[src/rtl/swa_pkg.sv]
// Shared constants and widths for the sliding window average block.
`default_nettype none
package swa_pkg;

  // Ring and sample geometry
  localparam int WINDOW_MAX   = 1024;
  localparam int PRICE_BITS   = 32;
  localparam int SLOT_W       = $clog2(WINDOW_MAX);
  localparam int WLEN_W       = 11;
  localparam int AVG_W        = 32;
  localparam int SUM_W        = PRICE_BITS + SLOT_W;
  localparam int DIV_CNT_W    = $clog2(SUM_W + 1);

  // Window length after reset
  localparam logic [WLEN_W-1:0] WINDOW_RESET = WLEN_W'(20);
  localparam logic [WLEN_W-1:0] WINDOW_TOP   = WLEN_W'(WINDOW_MAX);

  // Clamp a written window length into 1..WINDOW_MAX
  function automatic logic [WLEN_W-1:0] clamp_window(input logic [WLEN_W-1:0] w);
    logic [WLEN_W-1:0] r;
    r = w;
    if (w == '0) begin
      r = WLEN_W'(1);
    end else if (w > WINDOW_TOP) begin
      r = WINDOW_TOP;
    end
    return r;
  endfunction

endpackage
`default_nettype wire

[src/rtl/swa_div.sv]
// Restoring radix-2 divider: window sum over window length, one bit per cycle.
`default_nettype none
module swa_div
  import swa_pkg::*;
(
  input  wire logic              clk,
  input  wire logic              rst,
  input  wire logic              start,
  input  wire logic [SUM_W-1:0]  dividend,
  input  wire logic [WLEN_W-1:0] divisor,
  output logic                   done,
  output logic      [AVG_W-1:0]  quotient
);

  logic                 busy;
  logic [DIV_CNT_W-1:0] cnt;
  logic [SUM_W-1:0]     quo;
  logic [WLEN_W-1:0]    rem;
  logic [WLEN_W-1:0]    dvs;
  logic [WLEN_W:0]      trial;
  logic [WLEN_W:0]      diff;
  logic                 qbit;

  // One trial subtraction per cycle
  always_comb begin
    trial = {rem, quo[SUM_W-1]};
    diff  = trial - {1'b0, dvs};
    qbit  = (trial >= {1'b0, dvs});
  end

  // Control
  always_ff @(posedge clk) begin
    if (rst) begin
      busy <= 1'b0;
      done <= 1'b0;
      cnt  <= '0;
    end else begin
      done <= 1'b0;
      if (start) begin
        busy <= 1'b1;
        cnt  <= '0;
      end else if (busy) begin
        cnt <= cnt + DIV_CNT_W'(1);
        if (cnt == DIV_CNT_W'(SUM_W - 1)) begin
          busy <= 1'b0;
          done <= 1'b1;
        end
      end
    end
  end

  // Datapath: dividend shifts out as quotient bits shift in
  always_ff @(posedge clk) begin
    if (start) begin
      quo <= dividend;
      rem <= '0;
      dvs <= divisor;
    end else if (busy) begin
      quo <= {quo[SUM_W-2:0], qbit};
      rem <= qbit ? diff[WLEN_W-1:0] : trial[WLEN_W-1:0];
    end
  end

  assign quotient = quo[AVG_W-1:0];

endmodule
`default_nettype wire
[config.mk]
export PLATFORM = sky130hd
export DESIGN_NAME = swa_div
export DESIGN_NICKNAME = d
export VERILOG_FILES = /design/src/rtl/swa_pkg.sv /design/src/rtl/swa_div.sv
export SDC_FILE = /design/constraint.sdc
export NUM_CORES = 1
export LEC_CHECK = 0
export ABC_CLOCK_PERIOD_IN_PS = 4100
export BUFFER_PORTS_ARGS = -buffer_cell sky130_fd_sc_hd__buf_2
export CAP_MARGIN = 20
export CORE_MARGIN = 10
export CORE_UTILIZATION = 50
export CTS_BUF_LIST = sky130_fd_sc_hd__clkbuf_16
export CTS_CLUSTER_DIAMETER = 40
export DETAILED_ROUTE_END_ITERATION = 7
export GPL_TIMING_DRIVEN = 0
export PLACE_DENSITY_LB_ADDON = 0.1
export SLEW_MARGIN = 20
export SYNTH_ARGS = -nofsm -noshare
export SYNTH_HDL_FRONTEND = slang
export SYNTH_SLANG_ARGS = --single-unit
[constraint.sdc]
create_clock -name clk -period 4.1 [get_ports clk]
set_clock_uncertainty 0.05 [all_clocks]
set_input_delay 0.82 -clock clk [delete_from_list [all_inputs] [get_ports clk]]
set_output_delay 0.82 -clock clk [all_outputs]
set_load 0.01 [all_outputs]
==> results of run 1 <==
-- layout make-up --
| cell class | instances | area, µm² |
|---|---|---|
| flip-flops and latches | 72 | 1972 |
| clock buffers | 9 | 225.2 |
| inverters | 17 | 63.81 |
| clock inverters | 7 | 88.84 |
| repair buffers | 89 | 467.9 |
| fillers | 616 | 2597 |
| well taps | 99 | 123.9 |
| plain buffers | 44 | 297.8 |
| multi-input cells | 173 | 1455 |
-- cell families after synthesis --
kind of cell / after synthesis / synth area share (%)
AND/OR/NAND/NOR: 58 / 8.626
AO/OA/AOI/OAI: 45 / 9.022
buffers and inverters: 61 / 9.550
adder cells (fa/ha/maj): 14 / 4.825
flip-flops: 72 / 52.08
multiplexers: 47 / 13.81
XOR/XNOR: 9 / 2.082
-- tightest hold or removal path: cells and delay by family, from the launching register on --
kind | cells | cell delay (ps)
simple gates | 2 | 120
flops | 1 | 320
-- sequential cells by signal, summed over array words and instances, names as in the netlist --
name  count
quo      42
done      1
busy      1
dvs      11
cnt       6
rem      11
-- path summary, 6_finish.rpt --
kind / start / end / cells after the start
worst max-delay path: quo[41] / rem[8] / 10
worst min-delay path: cnt[5] / done / 2
worst max register to register: quo[41] / rem[8] / 10
worst min register to register: cnt[5] / done / 2
-- cell usage in the layout (no fill, tap or decap), types with 2 or more instances in the layout --
| master | synthesis | layout |
|---|---|---|
| buf_2 | 1 | 89 |
| edfxtp_1 | 53 | 53 |
| mux2_2 | 42 | 42 |
| buf_4 | 32 | 32 |
| inv_1 | 17 | 19 |
| nor2_1 | 19 | 19 |
| dfxtp_1 | 19 | 19 |
| ha_1 | 13 | 13 |
| nand2_1 | 11 | 10 |
| clkbuf_1 | 9 | 9 |
| a21oi_1 | 9 | 9 |
| clkbuf_16 | 0 | 9 |
| o21ai_0 | 8 | 8 |
| a211oi_1 | 7 | 7 |
| xnor2_1 | 6 | 6 |
| mux2i_1 | 5 | 5 |
| nand2b_1 | 4 | 4 |
| nand4_1 | 3 | 3 |
| nor4bb_1 | 3 | 3 |
| nor3_1 | 3 | 3 |
| o211ai_1 | 3 | 3 |
| nand3_1 | 3 | 3 |
| xor2_1 | 3 | 3 |
| nor2b_1 | 2 | 2 |
| o21a_1 | 2 | 2 |
| o31a_1 | 2 | 2 |
| nor4b_1 | 2 | 2 |
| o31ai_1 | 2 | 2 |
| o22ai_1 | 2 | 2 |
| bufinv_16 | 0 | 2 |
-- stage by stage --
step / utilization, % / worst slack (ps) / instance area, µm² / cells / total power [mW]
detailed placement: 60.07 / 1246 / 4380 / 494 / 1.333
CTS: 64.38 / 1546 / 4695 / 510 / 2.149
finish: 64.38 / 1551 / 4695 / 510 / 2.133
global placement: 59.66 / 491.6 / 4350 / 493 / 1.323
floorplan: - / 1527 / 3786 / 306 / 1.208
global route: 64.38 / 1369 / 4695 / 510 / 2.228
-- metal layers --
metal / part of all wire, % / GRT usage, % / routed length (µm) / vias to the layer above
met5: 0.089 / 0 / 7 / -
met4: 1.6 / 5.803 / 125 / 2
met3: 7.4 / 5.689 / 579 / 14
met2: 48 / 22.64 / 3740 / 62
met1: 43 / 16.42 / 3406 / 1174
li1: - / - / - / 1292
-- power groups by stage --
| stage | Combinational [mW] | Clock (mW) | Sequential (mW) |
|---|---|---|---|
| floorplan | 0.306 | 0 | 0.902 |
| global placement | 0.409 | 0 | 0.914 |
| detailed placement | 0.420 | 0 | 0.913 |
| CTS | 0.423 | 0.827 | 0.899 |
| global route | 0.464 | 0.856 | 0.908 |
| finish | 0.417 | 0.816 | 0.899 |
==> summary.md, run 1 <==
| Metric | Value |
|---|---|
| # IOs | 89 |
| Largest net degree at the start of global routing | 23 |
| Psw | 526.1 µW |
| Top FF cell, synth | edfxtp_1 |
| Wire length per cell | 15.41 µm |
| Total Routing Usage GR | 14.12% |
| Distinct cells, synth | 49 |
| Post-Syn Area | 3786 µm² |
| Setup bufs post-CTS | 0 |
| Post-DRT Antenna Nets | 0 |
| Synth area leaders | edfxtp_1, mux2_2, dfxtp_1 |
| CTS Hold Buffers Added | 0 |
| Vias | 2544 |
| Slew Viols, Final | 0 |
| Nets@finish | 476 |
| Count leader, synth | edfxtp_1 |
| Clock sinks | 72 |
| Switching part of the total | 24.67% |
| Post-synth EDFFs | 53 |
| Status | finished, final reports clean |
| Hold WC Path Type | register to register |
| PD cells | 454.3 nW/µm² |
| Final Critical Period | 2549 ps |
| Leak | 1.981 nW |
| Area Overhead vs Synth | 23.99% |
| Most frequent cells after synthesis | edfxtp_1, mux2_2, buf_4, dfxtp_1, nor2_1 |
| Max-cap violations | 0 |
| DIE WIDTH | 107.0 µm |
| GR Overflow Total | 0 |
| CTS resizes | 0 |
| Worst reg-to-reg setup slack | 1550 ps |
| Crit-path max cell delay | 410 ps |
| Int Power | 1.606 mW |
| Cells after synthesis | 306 |
| Cells along the critical path | inv_1 > ha_1 > fa_1 > nor2b_1 > o31a_1 > o21ai_2 > o21ai_4 > buf_8 > mux2i_1 > a211oi_2 |
| Initial DRC count | 70 |
| Clock Latency Late Sink | 330 ps |
| Worst path arrival time | 2690 ps |
| Initial antenna violation count | 1 |
| Critical path class | register to register |
| Crit path launch type | register |
| Worst Setup End Kind | register |
| Core ar. | 7292 µm² |
| Actual slew at the worst max-slew pin | 558.0 ps |
| Clock share of power | 38.3% |
| Inserted Clock Buffers | 9 |
| DR pass1 iterations | 4 |
| Post-synth top area share | 42.04% |
| CP required | 4240 ps |
| Final Hold Viols | 0 |
| Setup Viol. Count Final | 0 |
| Share of cells above drive strength 1 | 45.74% |
| Initial Utilization | 51.92% |
| Global-route wire length before repair | 13.03 mm |
| RSZ-0062 raised after global routing | no |
| Worst Path Max Fanout | 10 |
| Root Buffer | clkbuf_16 |
| Top delay family on crit path | compound AO/OA/AOI/OAI gates |
| Worst path bufs/invs | 2 |
| Max Freq | 0.3924 GHz |
| Htree depth | 3 |
| Hold Slack | 435.2 ps |
| Post-synthesis register bit count | 72 |
| CTS Buffer Depth | 2 |
| CTS tree | built |
| Slowest-stage cell, CP | fa_1 |
| ANT cells | 0 |
| Sequential share of the synthesized area | 52.08% |
| Worst relative slew slack | 62.67% |
| DRC errors left | 0 |
| Setup TNS | 0 ps |
| Yosys warning count | 0 |
| Max IR drop VDD | 0.2574 mV |
| Full die area | 11450 µm² |
| IO Port Bufs | 88 |
| Post-Syn Nets | 376 |
| Largest area contributor in the netlist | edfxtp_1 |
| Via-to-Cell Ratio | 4.988 |
| Die H | 107.0 µm |
| Part of the cycle the worst path needs | 62.16% |
| Routability cong. | 0.8232 |
| Final HPWL DP | 5.863 mm |
| Routed WL | 7.859 mm |
| Site Rows | 31 |
| Vias in the first global route | 2742 |
| Comb pwr share | 19.6% |
| Clock transition at the registers of the reported paths | 60 ps |
| Mapped Avg Cell Area | 12.37 µm² |
| Synth async-reset ratio | 0% |
| Flop pwr share | 42.2% |
Note: power is estimated with default switching activity, not from simulation.
==> run 2: changes to the inputs <==
--- a/config.mk
+++ b/config.mk
@@ -5,7 +5,7 @@
 export SDC_FILE = /design/constraint.sdc
 export NUM_CORES = 1
 export LEC_CHECK = 0
-export ABC_CLOCK_PERIOD_IN_PS = 4100
+export ABC_CLOCK_PERIOD_IN_PS = 2640
 export BUFFER_PORTS_ARGS = -buffer_cell sky130_fd_sc_hd__buf_2
 export CAP_MARGIN = 20
 export CORE_MARGIN = 10
==> constraint.sdc (replaced) <==
create_clock -name clk -period 2.64 [get_ports clk]
set_clock_uncertainty 0.05 [all_clocks]
set_input_delay 0.528 -clock clk [delete_from_list [all_inputs] [get_ports clk]]
set_output_delay 0.528 -clock clk [all_outputs]
set_load 0.01 [all_outputs]
==> summary.md, run 2 (synthesized netlist as in run 1, its figures left out) <==
| Metric | Value |
|---|---|
| Status | finished, final reports clean |
| Initial Utilization | 51.92% (unchanged) |
| Actual slew at the worst max-slew pin | 559.8 ps (+1.869 ps) |
| Worst relative slew slack | 62.55% (-0.13 points) |
| Total Routing Usage GR | 14.12% (unchanged) |
| Leak | 1.987 nW (+0.30%) |
| Post-layout instance area | 4710 µm² (+0.32%) |
| Highest metal layer with signal wires | met5 |
| Routed WL | 7.931 mm (+0.92%) |
| Worst path bufs/invs | 1 (-1) |
| Htree depth | 3 (unchanged) |
| DRC errors left | 0 (unchanged) |
| CTS Buffer Depth | 2 (unchanged) |
| Final Critical Period | 2452 ps (-96.67 ps) |
| Max-cap violations | 0 (unchanged) |
| Cells along the critical path | inv_1 > ha_1 > fa_1 > nor2b_1 > o31a_1 > o21ai_4 > nor4b_1 > o31ai_1 > a311oi_2 |
| Register-to-Register Path Depth | 9 (-1) |
| Largest register FFs | 42 (unchanged) |
| WL met2 | 3.798 mm (+1.6%) |
| Clock transition at the registers of the reported paths | 60 ps (about the same) |
| Hold Slack | 324.1 ps (-111.1 ps) |
| Origin of the critical flop-to-flop path | quo[41] |
| Slowest-stage cell, CP | fa_1 |
| Worst path arrival time | 2580 ps (-110 ps) |
| Vias in the first global route | 2742 (unchanged) |
| # IOs | 89 (unchanged) |
| Met3 wire length | 552 µm (-4.7%) |
| Commonest non-fill, non-tap cell in the layout | buf_2 |
| Wl on met1 | 3.447 mm (+1.2%) |
| Total chip power | 3.321 mW (+56%) |
| Critical Path Start | quo[41] |
| Part of the cycle the worst path needs | 92.88% (+31 points) |
| Worst path depth | 9 (-1) |
| Clock sinks | 72 (unchanged) |
| Wire length per cell | 15.52 µm (+0.72%) |
| Initial antenna violation count | 1 (unchanged) |
| Worst reg-to-reg setup slack | 190 ps (-1360 ps) |
| Nets@finish | 477 (+0.21%) |
| GR Overflow Total | 0 (unchanged) |
| Max Freq | 0.4078 GHz (+3.9%) |
| Area Overhead vs Synth | 24.39% |
| RSZ-0062 raised after global routing | no |
| Final HPWL DP | 5.863 mm (unchanged) |
| Commonest cells after routing, fill and taps aside | buf_2, edfxtp_1, mux2_2, buf_4 |
| ANT cells | 0 (unchanged) |
| Worst Path Max Fanout | 6 (-4) |
| Root Buffer | clkbuf_16 |
| Inserted Clock Buffers | 9 (unchanged) |
| Crit path to | rem[10] |
| Crit path launch type | register |
| Full die area | 11450 µm² (unchanged) |
| Initial DRC count | 68 (-2.9%) |
| Top delay family on crit path | compound AO/OA/AOI/OAI gates |
| Worst Setup End Kind | register |
| Core ar. | 7292 µm² (unchanged) |
| DR pass1 iterations | 4 (unchanged) |
| Max IR drop VDD | 0.3999 mV (+55%) |
| PD cells | 705.2 nW/µm² (+55%) |
| Crit-path max cell delay | 410 ps (about the same) |
| Final Hold Viols | 0 (unchanged) |
| Placed cell areas | 4380 µm² (unchanged) |
| Global-route wire length before repair | 13.03 mm (unchanged) |
| FF-to-FF End | rem[10] |
| Via-to-Cell Ratio | 4.980 (-0.16%) |
| IO Port Bufs | 88 (unchanged) |
| Clock Latency Late Sink | 320 ps (about the same) |
| Site Rows | 31 (unchanged) |
| CTS tree | built |
| Vias | 2545 (+0.039%) |
| Share of cells above drive strength 1 | 45.87% (+0.13 points) |
| Placed Cells | 494 (unchanged) |
| CTS Hold Buffers Added | 0 (unchanged) |
| Hold WC Path Type | input pin to register |
| CP required | 2770 ps (-1470 ps) |
| Routability cong. | 0.8232 (unchanged) |
| Largest net degree at the start of global routing | 23 (unchanged) |
| Critical path class | register to register |
| Post-DRT Antenna Nets | 0 (unchanged) |
| Slew Viols, Final | 0 (unchanged) |
| DIE WIDTH | 107.0 µm (unchanged) |
| Largest Register | quo |
| Final Util | 64.58% (+0.21 points) |
| Setup Viol. Count Final | 0 (unchanged) |
| Die H | 107.0 µm (unchanged) |
| Largest registers | quo: 42 flops, dvs: 11 flops, rem: 11 flops |
| Final non-filler cell total | 511 (+0.20%) |
[run 2: layout make-up]
type                    instances  area (µm²)
multi-input cells             173        1463
fillers                       613        2582
well taps                      99       123.9
clock buffers                   9       225.2
inverters                      17       63.81
flip-flops and latches         72        1972
plain buffers                  44       297.8
clock inverters                 7       88.84
repair buffers                 90       475.5
[run 2: worst min path at each step]
stage                     slack (ps)    from  depth (start not counted)    to
final                            320     rst                          2  busy
after global routing             320     rst                          2  busy
after CTS                        310     rst                          2  busy
after detailed placement         430  cnt[5]                          2  done
after global placement           420  cnt[5]                          2  done
after floorplan                  390  cnt[5]                          2  done
[run 2: layer usage]
metal / track usage, % / vias to the layer above
li1: - / 1292
met1: 16.42 / 1184
met2: 22.64 / 55
met3: 5.689 / 12
met4: 5.803 / 2
met5: 0 / -
[run 2: where the power goes]
part | total, mW | internal (mW) | switching [mW]
Combinational | 0.658 | 0.339 | 0.320
Clock | 1.27 | 0.819 | 0.447
Sequential | 1.40 | 1.34 | 0.0543
Total | 3.32 | 2.50 | 0.821
[run 2: metrics by stage]
step	worst slack (ps)	setup TNS, ps
final	188.1	0
after global routing	21.01	0
after CTS	85.73	0
after detailed placement	77.69	0
after global placement	-676.4	-28330
after floorplan	359.0	0
[run 2: what timing repair did]
action,4_1_cts,5_1_grt
gates resized for setup,0,1
setup endpoints to repair,0,5
setup buffers,0,1
